==> src/rtl/apt_pkg.sv <==
// ----------------------------------------------------------------------------
// Application permission table package
// Shared types, field widths and codes for the permission table core.
// ----------------------------------------------------------------------------
package apt_pkg;

    localparam int KEY_BITS     = 32;
    localparam int SANDBOX_BITS = 8;
    localparam int PERM_BITS    = 16;

    localparam int IN_TDATA_W  = 56;
    localparam int IN_TUSER_W  = 3;
    localparam int OUT_TDATA_W = 8;

    typedef enum logic [2:0] {
        OP_REGISTER = 3'd0,
        OP_GRANT    = 3'd1,
        OP_REVOKE   = 3'd2,
        OP_CHECK    = 3'd3,
        OP_PROMPT   = 3'd4
    } t_op;

    typedef enum logic [1:0] {
        ST_OK      = 2'd0,
        ST_INVALID = 2'd1,
        ST_FULL    = 2'd2
    } t_status;

    typedef struct packed {
        logic [KEY_BITS-1:0]     key;
        logic [SANDBOX_BITS-1:0] sandbox;
        logic [PERM_BITS-1:0]    granted;
        logic [PERM_BITS-1:0]    pending;
    } t_entry;

    localparam int ENTRY_BITS = $bits(t_entry);

    typedef enum logic [2:0] {
        S_IDLE,
        S_SCAN,
        S_DRAIN,
        S_UPDATE,
        S_RESULT
    } t_state;

    typedef struct packed {
        logic start;
        logic scan;
        logic update;
        logic load_out;
    } t_ctrl_cmd;

    typedef struct packed {
        logic scan_last;
        logic out_free;
    } t_dp_status;

endpackage

==> src/rtl/apt_ram.sv <==
// ----------------------------------------------------------------------------
// Generic single-port-write RAM
// One write port, one read port with registered read data.
// ----------------------------------------------------------------------------
module apt_ram #(
    parameter int WIDTH = 8,
    parameter int DEPTH = 16
) (
    input  logic                                i_clk,
    input  logic                                i_we,
    input  logic [(DEPTH > 1 ? $clog2(DEPTH) : 1)-1:0] i_waddr,
    input  logic [WIDTH-1:0]                    i_wdata,
    input  logic [(DEPTH > 1 ? $clog2(DEPTH) : 1)-1:0] i_raddr,
    output logic [WIDTH-1:0]                    o_rdata
);

    logic [WIDTH-1:0] r_mem [DEPTH];
    logic [WIDTH-1:0] r_rdata;

    always_ff @(posedge i_clk) begin
        if (i_we) begin
            r_mem[i_waddr] <= i_wdata;
        end
        r_rdata <= r_mem[i_raddr];
    end

    assign o_rdata = r_rdata;

endmodule

==> src/rtl/apt_ctrl.sv <==
// ----------------------------------------------------------------------------
// Permission table controller
// Sequences accept, table scan, entry update and result hand-off.
// ----------------------------------------------------------------------------
module apt_ctrl
    import apt_pkg::*;
(
    input  logic       i_clk,
    input  logic       i_rst_n,
    input  logic       i_s_tvalid,
    output logic       o_s_tready,
    input  t_dp_status i_status,
    output t_ctrl_cmd  o_cmd
);

    t_state r_state;
    t_state n_state;

    always_ff @(posedge i_clk) begin
        if (!i_rst_n) begin
            r_state <= S_IDLE;
        end else begin
            r_state <= n_state;
        end
    end

    always_comb begin
        n_state = r_state;
        case (r_state)
            S_IDLE: begin
                if (i_s_tvalid) n_state = S_SCAN;
            end
            S_SCAN: begin
                if (i_status.scan_last) n_state = S_DRAIN;
            end
            S_DRAIN:  n_state = S_UPDATE;
            S_UPDATE: n_state = S_RESULT;
            S_RESULT: begin
                if (i_status.out_free) n_state = S_IDLE;
            end
            default:  n_state = S_IDLE;
        endcase
    end

    always_comb begin
        o_s_tready     = 1'b0;
        o_cmd          = '0;
        case (r_state)
            S_IDLE: begin
                o_s_tready  = 1'b1;
                o_cmd.start = i_s_tvalid;
            end
            S_SCAN:   o_cmd.scan   = 1'b1;
            S_UPDATE: o_cmd.update = 1'b1;
            S_RESULT: o_cmd.load_out = i_status.out_free;
            default: begin
                o_s_tready = 1'b0;
            end
        endcase
    end

endmodule

==> src/rtl/apt_datapath.sv <==
// ----------------------------------------------------------------------------
// Permission table datapath
// Request registers, entry store, scan compare, update logic and result register.
// ----------------------------------------------------------------------------
module apt_datapath
    import apt_pkg::*;
#(
    parameter int TABLE_ENTRIES = 16
) (
    input  logic                   i_clk,
    input  logic                   i_rst_n,
    input  t_ctrl_cmd              i_cmd,
    output t_dp_status             o_status,
    input  logic [IN_TDATA_W-1:0]  i_s_tdata,
    input  logic [IN_TUSER_W-1:0]  i_s_tuser,
    output logic                   o_m_tvalid,
    input  logic                   i_m_tready,
    output logic [OUT_TDATA_W-1:0] o_m_tdata
);

    localparam int IDX_W = (TABLE_ENTRIES > 1) ? $clog2(TABLE_ENTRIES) : 1;
    localparam logic [IDX_W-1:0] LAST_IDX = IDX_W'(TABLE_ENTRIES - 1);

    logic [2:0]              r_op;
    logic [KEY_BITS-1:0]     r_key;
    logic [SANDBOX_BITS-1:0] r_sandbox;
    logic [PERM_BITS-1:0]    r_perm;

    logic [TABLE_ENTRIES-1:0] r_valid;
    logic [IDX_W-1:0]         r_addr;
    logic [IDX_W-1:0]         r_rd_idx;
    logic                     r_rd_vld;
    logic                     r_hit;
    logic [IDX_W-1:0]         r_hit_idx;
    t_entry                   r_hit_entry;
    logic                     r_free_found;
    logic [IDX_W-1:0]         r_free_idx;

    t_status r_res_status;
    logic    r_res_answer;
    logic    r_out_valid;
    t_status r_out_status;
    logic    r_out_answer;

    logic [ENTRY_BITS-1:0] rd_word;
    t_entry                rd_entry;
    logic                  we;
    logic [IDX_W-1:0]      waddr;
    t_entry                wentry;
    logic                  set_valid;
    t_status               res_status;
    logic                  res_answer;
    logic                  held;
    logic                  perm_ok;
    logic                  rd_is_valid;

    apt_ram #(
        .WIDTH (ENTRY_BITS),
        .DEPTH (TABLE_ENTRIES)
    ) u_ram (
        .i_clk   (i_clk),
        .i_we    (we),
        .i_waddr (waddr),
        .i_wdata (wentry),
        .i_raddr (r_addr),
        .o_rdata (rd_word)
    );

    assign rd_entry    = t_entry'(rd_word);
    assign rd_is_valid = r_valid[r_rd_idx];

    always_ff @(posedge i_clk) begin
        if (i_cmd.start) begin
            r_op      <= i_s_tuser;
            r_key     <= i_s_tdata[KEY_BITS-1:0];
            r_sandbox <= i_s_tdata[KEY_BITS +: SANDBOX_BITS];
            r_perm    <= i_s_tdata[KEY_BITS + SANDBOX_BITS +: PERM_BITS];
        end
        if (r_rd_vld && rd_is_valid && rd_entry.key == r_key && !r_hit) begin
            r_hit_idx   <= r_rd_idx;
            r_hit_entry <= rd_entry;
        end
        if (r_rd_vld && !rd_is_valid && !r_free_found) begin
            r_free_idx <= r_rd_idx;
        end
        r_rd_idx <= r_addr;
        if (i_cmd.update) begin
            r_res_status <= res_status;
            r_res_answer <= res_answer;
        end
        if (i_cmd.load_out) begin
            r_out_status <= r_res_status;
            r_out_answer <= r_res_answer;
        end
    end

    always_ff @(posedge i_clk) begin
        if (!i_rst_n) begin
            r_valid      <= '0;
            r_addr       <= '0;
            r_rd_vld     <= 1'b0;
            r_hit        <= 1'b0;
            r_free_found <= 1'b0;
            r_out_valid  <= 1'b0;
        end else begin
            r_rd_vld <= i_cmd.scan;
            if (i_cmd.start) begin
                r_addr       <= '0;
                r_hit        <= 1'b0;
                r_free_found <= 1'b0;
            end else begin
                if (i_cmd.scan && r_addr != LAST_IDX) begin
                    r_addr <= r_addr + 1'b1;
                end
                if (r_rd_vld && rd_is_valid && rd_entry.key == r_key) begin
                    r_hit <= 1'b1;
                end
                if (r_rd_vld && !rd_is_valid) begin
                    r_free_found <= 1'b1;
                end
            end
            if (set_valid) begin
                r_valid[waddr] <= 1'b1;
            end
            if (i_cmd.load_out) begin
                r_out_valid <= 1'b1;
            end else if (i_m_tready) begin
                r_out_valid <= 1'b0;
            end
        end
    end

    always_comb begin
        perm_ok    = (r_perm != '0);
        held       = ((r_hit_entry.granted & r_perm) == r_perm);
        we         = 1'b0;
        set_valid  = 1'b0;
        waddr      = r_hit_idx;
        wentry     = r_hit_entry;
        res_status = ST_INVALID;
        res_answer = 1'b0;
        case (r_op)
            OP_REGISTER: begin
                if (r_hit) begin
                    wentry.sandbox = r_sandbox;
                    we             = 1'b1;
                    res_status     = ST_OK;
                end else if (r_free_found) begin
                    waddr          = r_free_idx;
                    wentry.key     = r_key;
                    wentry.sandbox = r_sandbox;
                    wentry.granted = '0;
                    wentry.pending = '0;
                    we             = 1'b1;
                    set_valid      = 1'b1;
                    res_status     = ST_OK;
                end else begin
                    res_status = ST_FULL;
                end
            end
            OP_GRANT: begin
                if (r_hit && perm_ok) begin
                    wentry.granted = r_hit_entry.granted | r_perm;
                    wentry.pending = r_hit_entry.pending & ~r_perm;
                    we             = 1'b1;
                    res_status     = ST_OK;
                end
            end
            OP_REVOKE: begin
                if (r_hit && perm_ok) begin
                    wentry.granted = r_hit_entry.granted & ~r_perm;
                    we             = 1'b1;
                    res_status     = ST_OK;
                end
            end
            OP_CHECK: begin
                if (r_hit && perm_ok) begin
                    res_answer = held;
                    res_status = ST_OK;
                end
            end
            OP_PROMPT: begin
                if (r_hit && perm_ok) begin
                    res_status = ST_OK;
                    if (!held) begin
                        wentry.pending = r_hit_entry.pending | r_perm;
                        we             = 1'b1;
                        res_answer     = 1'b1;
                    end
                end
            end
            default: begin
                res_status = ST_INVALID;
            end
        endcase
        we        = we & i_cmd.update;
        set_valid = set_valid & i_cmd.update;
    end

    assign o_status.scan_last = (r_addr == LAST_IDX);
    assign o_status.out_free  = !r_out_valid || i_m_tready;

    assign o_m_tvalid = r_out_valid;
    assign o_m_tdata  = {{(OUT_TDATA_W - 3){1'b0}}, r_out_answer, r_out_status};

endmodule

==> src/rtl/app_permission_table_core.sv <==
// ----------------------------------------------------------------------------
// Application permission table core
// Keyed table of application entries with sandbox value and permission bits.
// ----------------------------------------------------------------------------
// Usage:
//   Requests enter on the slave stream: tuser carries the operation, tdata
//   the key, sandbox value and permission mask. Each request gives exactly
//   one result on the master stream: status and answer.
//   A request scans every table entry through the entry RAM, one read per
//   cycle, then updates the matched or first free entry in one write.
//   After the scan the controller steps through drain, update and result;
//   a new request is taken only once it is back in idle, and the scan is
//   bounded by the single RAM read port.
//   The result sits in an output register, so the next request is taken
//   while it waits; a stalled receiver holds the result and blocks only
//   the hand-off of the following one.
//   Reset clears all entry valid bits and the output valid flag; entry
//   contents need no clearing.
// ----------------------------------------------------------------------------
module app_permission_table_core
    import apt_pkg::*;
#(
    parameter int TABLE_ENTRIES = 16
) (
    input  logic                   i_clk,
    input  logic                   i_rst_n,
    input  logic                   i_s_tvalid,
    output logic                   o_s_tready,
    // app_key [31:0], sandbox_mode [39:32], perm_mask [55:40]
    input  logic [IN_TDATA_W-1:0]  i_s_tdata,
    // op [2:0]
    input  logic [IN_TUSER_W-1:0]  i_s_tuser,
    output logic                   o_m_tvalid,
    input  logic                   i_m_tready,
    // status [1:0], answer [2], zero [7:3]
    output logic [OUT_TDATA_W-1:0] o_m_tdata
);

    t_ctrl_cmd  cmd;
    t_dp_status status;

    apt_ctrl u_ctrl (
        .i_clk      (i_clk),
        .i_rst_n    (i_rst_n),
        .i_s_tvalid (i_s_tvalid),
        .o_s_tready (o_s_tready),
        .i_status   (status),
        .o_cmd      (cmd)
    );

    apt_datapath #(
        .TABLE_ENTRIES (TABLE_ENTRIES)
    ) u_datapath (
        .i_clk      (i_clk),
        .i_rst_n    (i_rst_n),
        .i_cmd      (cmd),
        .o_status   (status),
        .i_s_tdata  (i_s_tdata),
        .i_s_tuser  (i_s_tuser),
        .o_m_tvalid (o_m_tvalid),
        .i_m_tready (i_m_tready),
        .o_m_tdata  (o_m_tdata)
    );

endmodule

==> config.mk <==
export PLATFORM = sky130hd
export DESIGN_NAME = app_permission_table_core
export DESIGN_NICKNAME = d
export VERILOG_FILES = /design/src/rtl/apt_pkg.sv /design/src/rtl/apt_ram.sv /design/src/rtl/apt_ctrl.sv /design/src/rtl/apt_datapath.sv /design/src/rtl/app_permission_table_core.sv
export SDC_FILE = /design/constraint.sdc
export NUM_CORES = 1
export LEC_CHECK = 0
export ABC_AREA = 0
export CAP_MARGIN = 30
export CELL_PAD_IN_SITES_DETAIL_PLACEMENT = 1
export CELL_PAD_IN_SITES_GLOBAL_PLACEMENT = 1
export CORE_UTILIZATION = 56
export CTS_CLUSTER_SIZE = 10
export DETAILED_ROUTE_END_ITERATION = 12
export DONT_BUFFER_PORTS = 1
export PLACE_DENSITY = 0.89
export SLEW_MARGIN = 20
export SYNTH_ARGS = -nofsm -noshare
export SYNTH_HDL_FRONTEND = slang
export SYNTH_SLANG_ARGS = --single-unit
==> constraint.sdc <==
create_clock -name i_clk -period 8.45 [get_ports i_clk]
set_input_delay 1.69 -clock i_clk [delete_from_list [all_inputs] [get_ports i_clk]]
set_output_delay 1.69 -clock i_clk [all_outputs]
set_load 0.01 [all_outputs]
Word-level counts from Yosys, hierarchy flattened
Memories as Yosys holds them, arrays and structs flattened. A register that Yosys moved wholly into a read port is not among the register bits.
Index checks and enable logic that the tools add are counted.
{"block": "word_totals", "register_bits": 176, "ram_bits": 1152, "word_cells": 118, "memories": 1}
{"block": "classes", "mux": 45, "bitwise": 10, "add_sub_neg": 1, "eq_ne": 15, "magnitude_cmp": 3, "n_reduce_logical": 21}
{"memory": "u_datapath.u_ram.r_mem", "words": 16, "word_bits": 72, "read_ports": 1, "rd_clocked_by_memory_dff": 1, "write_ports": 1, "line": "apt_ram.sv:17", "source": "logic [WIDTH-1:0] r_mem [DEPTH];"}
{"op": "32-bit 2-to-1 mux", "n": 3}
{"op": "16-bit case mux with 3 select lines", "n": 2}
{"op": "72-bit 2-to-1 mux", "n": 1}
{"op": "16-bit AND", "n": 3}
{"op": "16-bit 2-to-1 mux", "n": 3}
{"op": "16-bit OR", "n": 3}
{"op": "40-bit 2-to-1 mux", "n": 1}
{"op": "32-bit == test", "n": 1}
{"op": "1-bit 2-to-1 mux", "n": 20}
{"op": "16-bit == test", "n": 1}
{"op": "16-bit NOT", "n": 1}
{"op": "16-bit nonzero test", "n": 1}
{"op": "3-bit case mux with 5 select lines", "n": 1}
{"op": "3-bit by 2-bit == test with 1-bit output (second input constant)", "n": 4}
{"op": "4-bit 2-to-1 mux", "n": 3}
{"op": "4-bit by 5-bit less-than comparator with 1-bit output (second input constant)", "n": 2}
{"op": "3-bit 2-to-1 mux", "n": 3}
{"op": "1-bit logical AND", "n": 8}
{"op": "8-bit 2-to-1 mux", "n": 1}
{"op": "3-bit by 1-bit == test with 1-bit output (second input constant)", "n": 2}
{"op": "3-bit == test (second input constant)", "n": 2}
{"op": "3-bit logical NOT", "n": 2}
{"op": "4-bit by 1-bit adder with 4-bit output (second input constant)", "n": 1}
{"op": "1-bit binary-select mux with 4-bit select", "n": 1}
{"op": "other kinds (18)", "n": 25}

Longest topological paths before layout
{"block": "logic_depth", "word_depth": 8, "ltp_mapped": 8}

Modules after synthesis
Synthesis repeated with hierarchy kept, for this count alone.
{"block": "hier_totals", "hier_cells": 2485, "area_unflattened_um2": 52112.5}
{"module": "apt_ram", "cells_per_inst": 1850, "n_inst": 1, "area_per_inst_um2": 44551.5}
{"module": "apt_datapath", "cells_per_inst": 618, "n_inst": 1, "area_per_inst_um2": 7397.1}
{"module": "apt_ctrl", "cells_per_inst": 17, "n_inst": 1, "area_per_inst_um2": 163.9}

Worst setup path after synthesis
OpenSTA, ideal clock, no wires.
{"block": "synth_timing", "path_type": "register to register", "start": "reg u_datapath.r_op[0]", "end": "mem u_datapath.u_ram.r_mem[15][16] in the netlist's numbering, enable pin", "path_stages_with_launch": 7, "required_time_ns": 7.877, "t_arrival_ns": 6.080, "slack_ns": 1.797, "setup_time_ns": 0.573, "path_cell_list": "edfxtp_1 or2_2 nor2_1 a21oi_1 o22a_1 buf_4 nor4_1"}
{"block": "synth_between", "elab_chain_cells": 6, "word_cells_on_any_way": 10, "classes_between": "3 x eq/ne; 4 x mux; 1 x bitwise; 2 x reduce/logical"}
{"element": "from (decl)", "line": "apt_datapath.sv:24", "source": "logic [2:0] r_op;"}
{"element": "from (signal assigned)", "line": "apt_datapath.sv:74", "source": "r_op <= i_s_tuser;"}
{"element": "3-bit by 1-bit == test with 1-bit output / 3-bit by 2-bit == test with 1-bit output (equally long branches)", "line": "apt_datapath.sv:142", "source": "case (r_op)"}
{"element": "2-bit OR reduction (no source line)"}
{"element": "1-bit case mux with 3 select lines", "line": "apt_datapath.sv:142"}
{"element": "1-bit AND", "line": "apt_datapath.sv:196", "source": "we = we & i_cmd.update;"}
{"element": "1-bit 2-to-1 mux", "line": "apt_ram.sv:21", "source": "if (i_we) begin"}
{"element": "1-bit 2-to-1 mux (not written as such)", "line": "apt_ram.sv:22", "source": "r_mem[i_waddr] <= i_wdata;"}
{"element": "to (decl)", "line": "apt_ram.sv:17"}
Several ways; a longest one is shown, not always the timed one.

Worst setup path after layout
{"block": "layout_timing", "start": "reg u_datapath.r_hit", "end": "mem u_datapath.u_ram.r_mem[15][44] in the netlist's numbering, enable pin"}
{"block": "layout_between", "elab_chain_cells": 6, "word_cells_on_any_way": 10, "classes_between": "8 x mux; 1 x bitwise; 1 x reduce/logical"}
{"element": "from (decl)", "line": "apt_datapath.sv:33", "source": "logic r_hit;"}
{"element": "from (signal assigned)", "line": "apt_datapath.sv:102", "source": "r_hit <= 1'b0;"}
{"element": "from (signal assigned)", "line": "apt_datapath.sv:109", "source": "r_hit <= 1'b0;"}
{"element": "from (signal assigned)", "line": "apt_datapath.sv:116", "source": "r_hit <= 1'b1;"}
{"element": "1-bit logical AND", "line": "apt_datapath.sv:162, apt_datapath.sv:170, apt_datapath.sv:183"}
{"element": "1-bit 2-to-1 mux, on equally long branches", "line": "apt_datapath.sv:183, apt_datapath.sv:162, apt_datapath.sv:170"}
{"element": "1-bit case mux with 3 select lines", "line": "apt_datapath.sv:142"}
{"element": "1-bit AND", "line": "apt_datapath.sv:196"}
{"element": "1-bit 2-to-1 mux", "line": "apt_ram.sv:21"}
{"element": "1-bit 2-to-1 mux (not written as such)", "line": "apt_ram.sv:22"}
Several ways; a longest one is shown, not always the timed one.

==> metrics.txt <==
critical path's largest stage delay=0.85 ns; minimum clock period=3.99 ns; crit-path most repeated cell=buf_4; Synth Area in Simple Gates=2.00%; Post-Syn Area=0.0361 sq mm; detailed placement HPWL=43.3 mm; Total Wirelength=99.4 mm; CP max FO=47; Crit. End Element=flop; Syn-to-layout area delta=12.9%; # DRC=0; Setup Skew=0.0502 ns; filler cell count=4974; Most used DFF post-synth=edfxtp_1; initial antenna violation count=1; XOR/XNOR Fraction of Synth Area=0.850%; Post-Synth Adder-Cell Area=0.0624%; Die Ht=256 um; Synth top cells by count=edfxtp_1 (881), mux4_2 (244), dfxtp_1 (79); Final ANT Viol Nets=0; worst slack, placed=4.61 ns; clk sinks=960; Min-Delay Path Class=reg -> reg; max-cap viol count=0; mux share of post-synthesis cell area=16.4%; slowest CP cell=dfxtp_1; Routed WL per cell=37.9 um; Port Buf Inserts=0; Pwr Total=0.00974 W; total CTS buffers=106; first-pass GRT wire length=140 mm; pwr dens=239 mW/mm^2; Vias=18400; cell taking the most area after synthesis=edfxtp_1; clock latency on the worst-skew pair=0.70 ns; crit-path cells=nor2b_1 > nand2_2 > buf_4 > a31oi_2 > nor4_2 > buf_4 > buf_12; top-area cell type share of the netlist area=73.3%; CTS tree=done; # rows=92; Setup Viol. Count Final=0; layout cells sized above 1=26.9%; Crit path arrival time=4.35 ns; critical path data required time=8.81 ns; design area=0.0407 sq mm; H-tree depth=3; Worst Path Class, Setup=reg -> reg; starting density of the core=57.0%; setup ws final=4.46 ns; IO Count=73; GRT overflow=0; RSZ-0062 raised after global routing=false; Placed Instance Area=0.0373 sq mm; EDFF count, synth=881; number of global-route vias before repair=19100; GRT Resource Usage Total=30.5%; Peak VDD IR=0.197 mV; most frequent cell after synthesis=edfxtp_1; Nets=1755; post-CTS sizing=0; Worst Max-Slew Pin Slew=0.969 ns; setup TNS=0 ns; routability cong.=0.760; Setup Fix Bufs, Post-CTS=0; fin crit share=47.2%; Slew headroom=35.1%; Synth async-reset ratio=0%; Pre-Repair DR Iteration Count=5; Pins Over Slew Limit=0; largest net degree at the start of global routing=121; clk buf depth=3; synthesized area per cell=22.6 sq um; yosys warns=0; cells after synthesis=1599; routed vias/inst=7.01; sequential area share after synthesis=77.7%; Die X=256 um; n_diodes=0; Hold Vio Cnt, Final=0; Worst Hold Slack=0.416 ns; status=finished, final reports clean; Startpoint Class=flop; initial detailed-routing violation count=2507; Synth Area in Compound Gates=1.59%; LEAKAGE=12.4 nW; CTS clock-pin slew for the worst setup and hold paths=0.07 ns; combinational family with the most area after synthesis=multiplexers; core area=0.0633 sq mm; Yosys reg bits=960; Unique masters post-synth=44; die area=0.0654 sq mm; CTS Hold Bufs=0; main area contributors after synthesis=edfxtp_1 (73%), mux4_2 (15%), dfxtp_1 (4.4%); cell at the root of the clock tree=clkbuf_16; maximum clock rate=251 MHz
worst max-delay path, delay by kind of cell, from the launching register on:
family / cells / cell delay [ns]
compound gates: 1 / 0.45
simple gates: 3 / 0.82
flops: 1 / 0.85
buf+inv: 3 / 1.47
where the power goes:
group          internal, W  switching, W  total [W]
logic             0.000127      0.000141   0.000269
clock network      0.00238       0.00189    0.00427
registers          0.00517     0.0000363    0.00521
cell usage in the layout, fill, tap and decap left out, types with 16 or more instances in the layout:
master	count
mux2_2	32
buf_4	35
nand2_1	23
o21ai_0	29
a21oi_1	27
dfxtp_1	75
xnor2_1	32
clkbuf_1	78
mux4_2	244
edfxtp_1	881
clkbuf_16	107
o21a_1	16
nor2b_1	20
nor2_1	33
state kept, by name, indices dropped and copies added, names as in the netlist, 2 cells and up:
name / flops
u_ctrl.r_state: 3
u_datapath.r_addr: 4
u_datapath.r_free_idx: 4
u_datapath.r_hit_entry: 48
u_datapath.r_hit_idx: 4
u_datapath.r_key: 32
u_datapath.r_op: 3
u_datapath.r_out_status: 2
u_datapath.r_perm: 16
u_datapath.r_rd_idx: 4
u_datapath.r_res_status: 2
u_datapath.r_valid: 16
u_datapath.u_ram.o_rdata: 48
u_datapath.u_ram.r_mem: 768
metal layers:
layer	part of all wire [%]	global-route usage (%)
met1	37	40.7
met2	50	49.8
met3	9.1	5.65
met4	4.4	13.2
met5	0.013	0
layout make-up:
| type | count | area [sq um] | share of cell area (%) |
|---|---|---|---|
| Sequential cell | 960 | 28000 | 68.9 |
| Multi-Input combinational cell | 555 | 7670 | 18.8 |
| Clock buffer | 185 | 2970 | 7.29 |
| Tap cell | 846 | 1060 | 2.60 |
| Timing Repair Buffer | 58 | 816 | 2.00 |
| Clock inverter | 6 | 118 | 0.289 |
| Inverter | 10 | 37.5 | 0.0922 |
worst paths after layout:
| check | slack, ns | to | cells past startpoint | startpoint |
|---|---|---|---|---|
| setup / recovery | 4.46 | u_datapath.u_ram.r_mem[15][44] | 7 | u_datapath.r_hit |
| hold / removal | 0.42 | u_datapath.r_hit_entry[21] | 0 | u_datapath.u_ram.o_rdata[21] |
| setup reg to reg | 4.46 | u_datapath.u_ram.r_mem[15][44] | 7 | u_datapath.r_hit |
| hold reg to reg | 0.42 | u_datapath.r_hit_entry[21] | 0 | u_datapath.u_ram.o_rdata[21] |
cell families (layout without fill, tap and decap cells):
family,count (synthesis),in the layout
DFF,960,960
muxes,281,281
and+or+nand+nor,139,139
AOI/OAI and AO/OA,93,93
buffers and inverters,88,259
xor gates and xnor gates,35,35
adders and majority gates,2,2
other,1,5
through the flow:
step / std cells / util (%)
6_report: 2620 / 64.3
5_1_grt: 2620 / 64.3
4_1_cts: 2604 / 63.7
3_5_place_dp: 2413 / 58.8
3_3_place_gp: 2407 / 58.6
2_1_floorplan: 1603 / -
No activity file was read; power rests on OpenSTA's default activity.
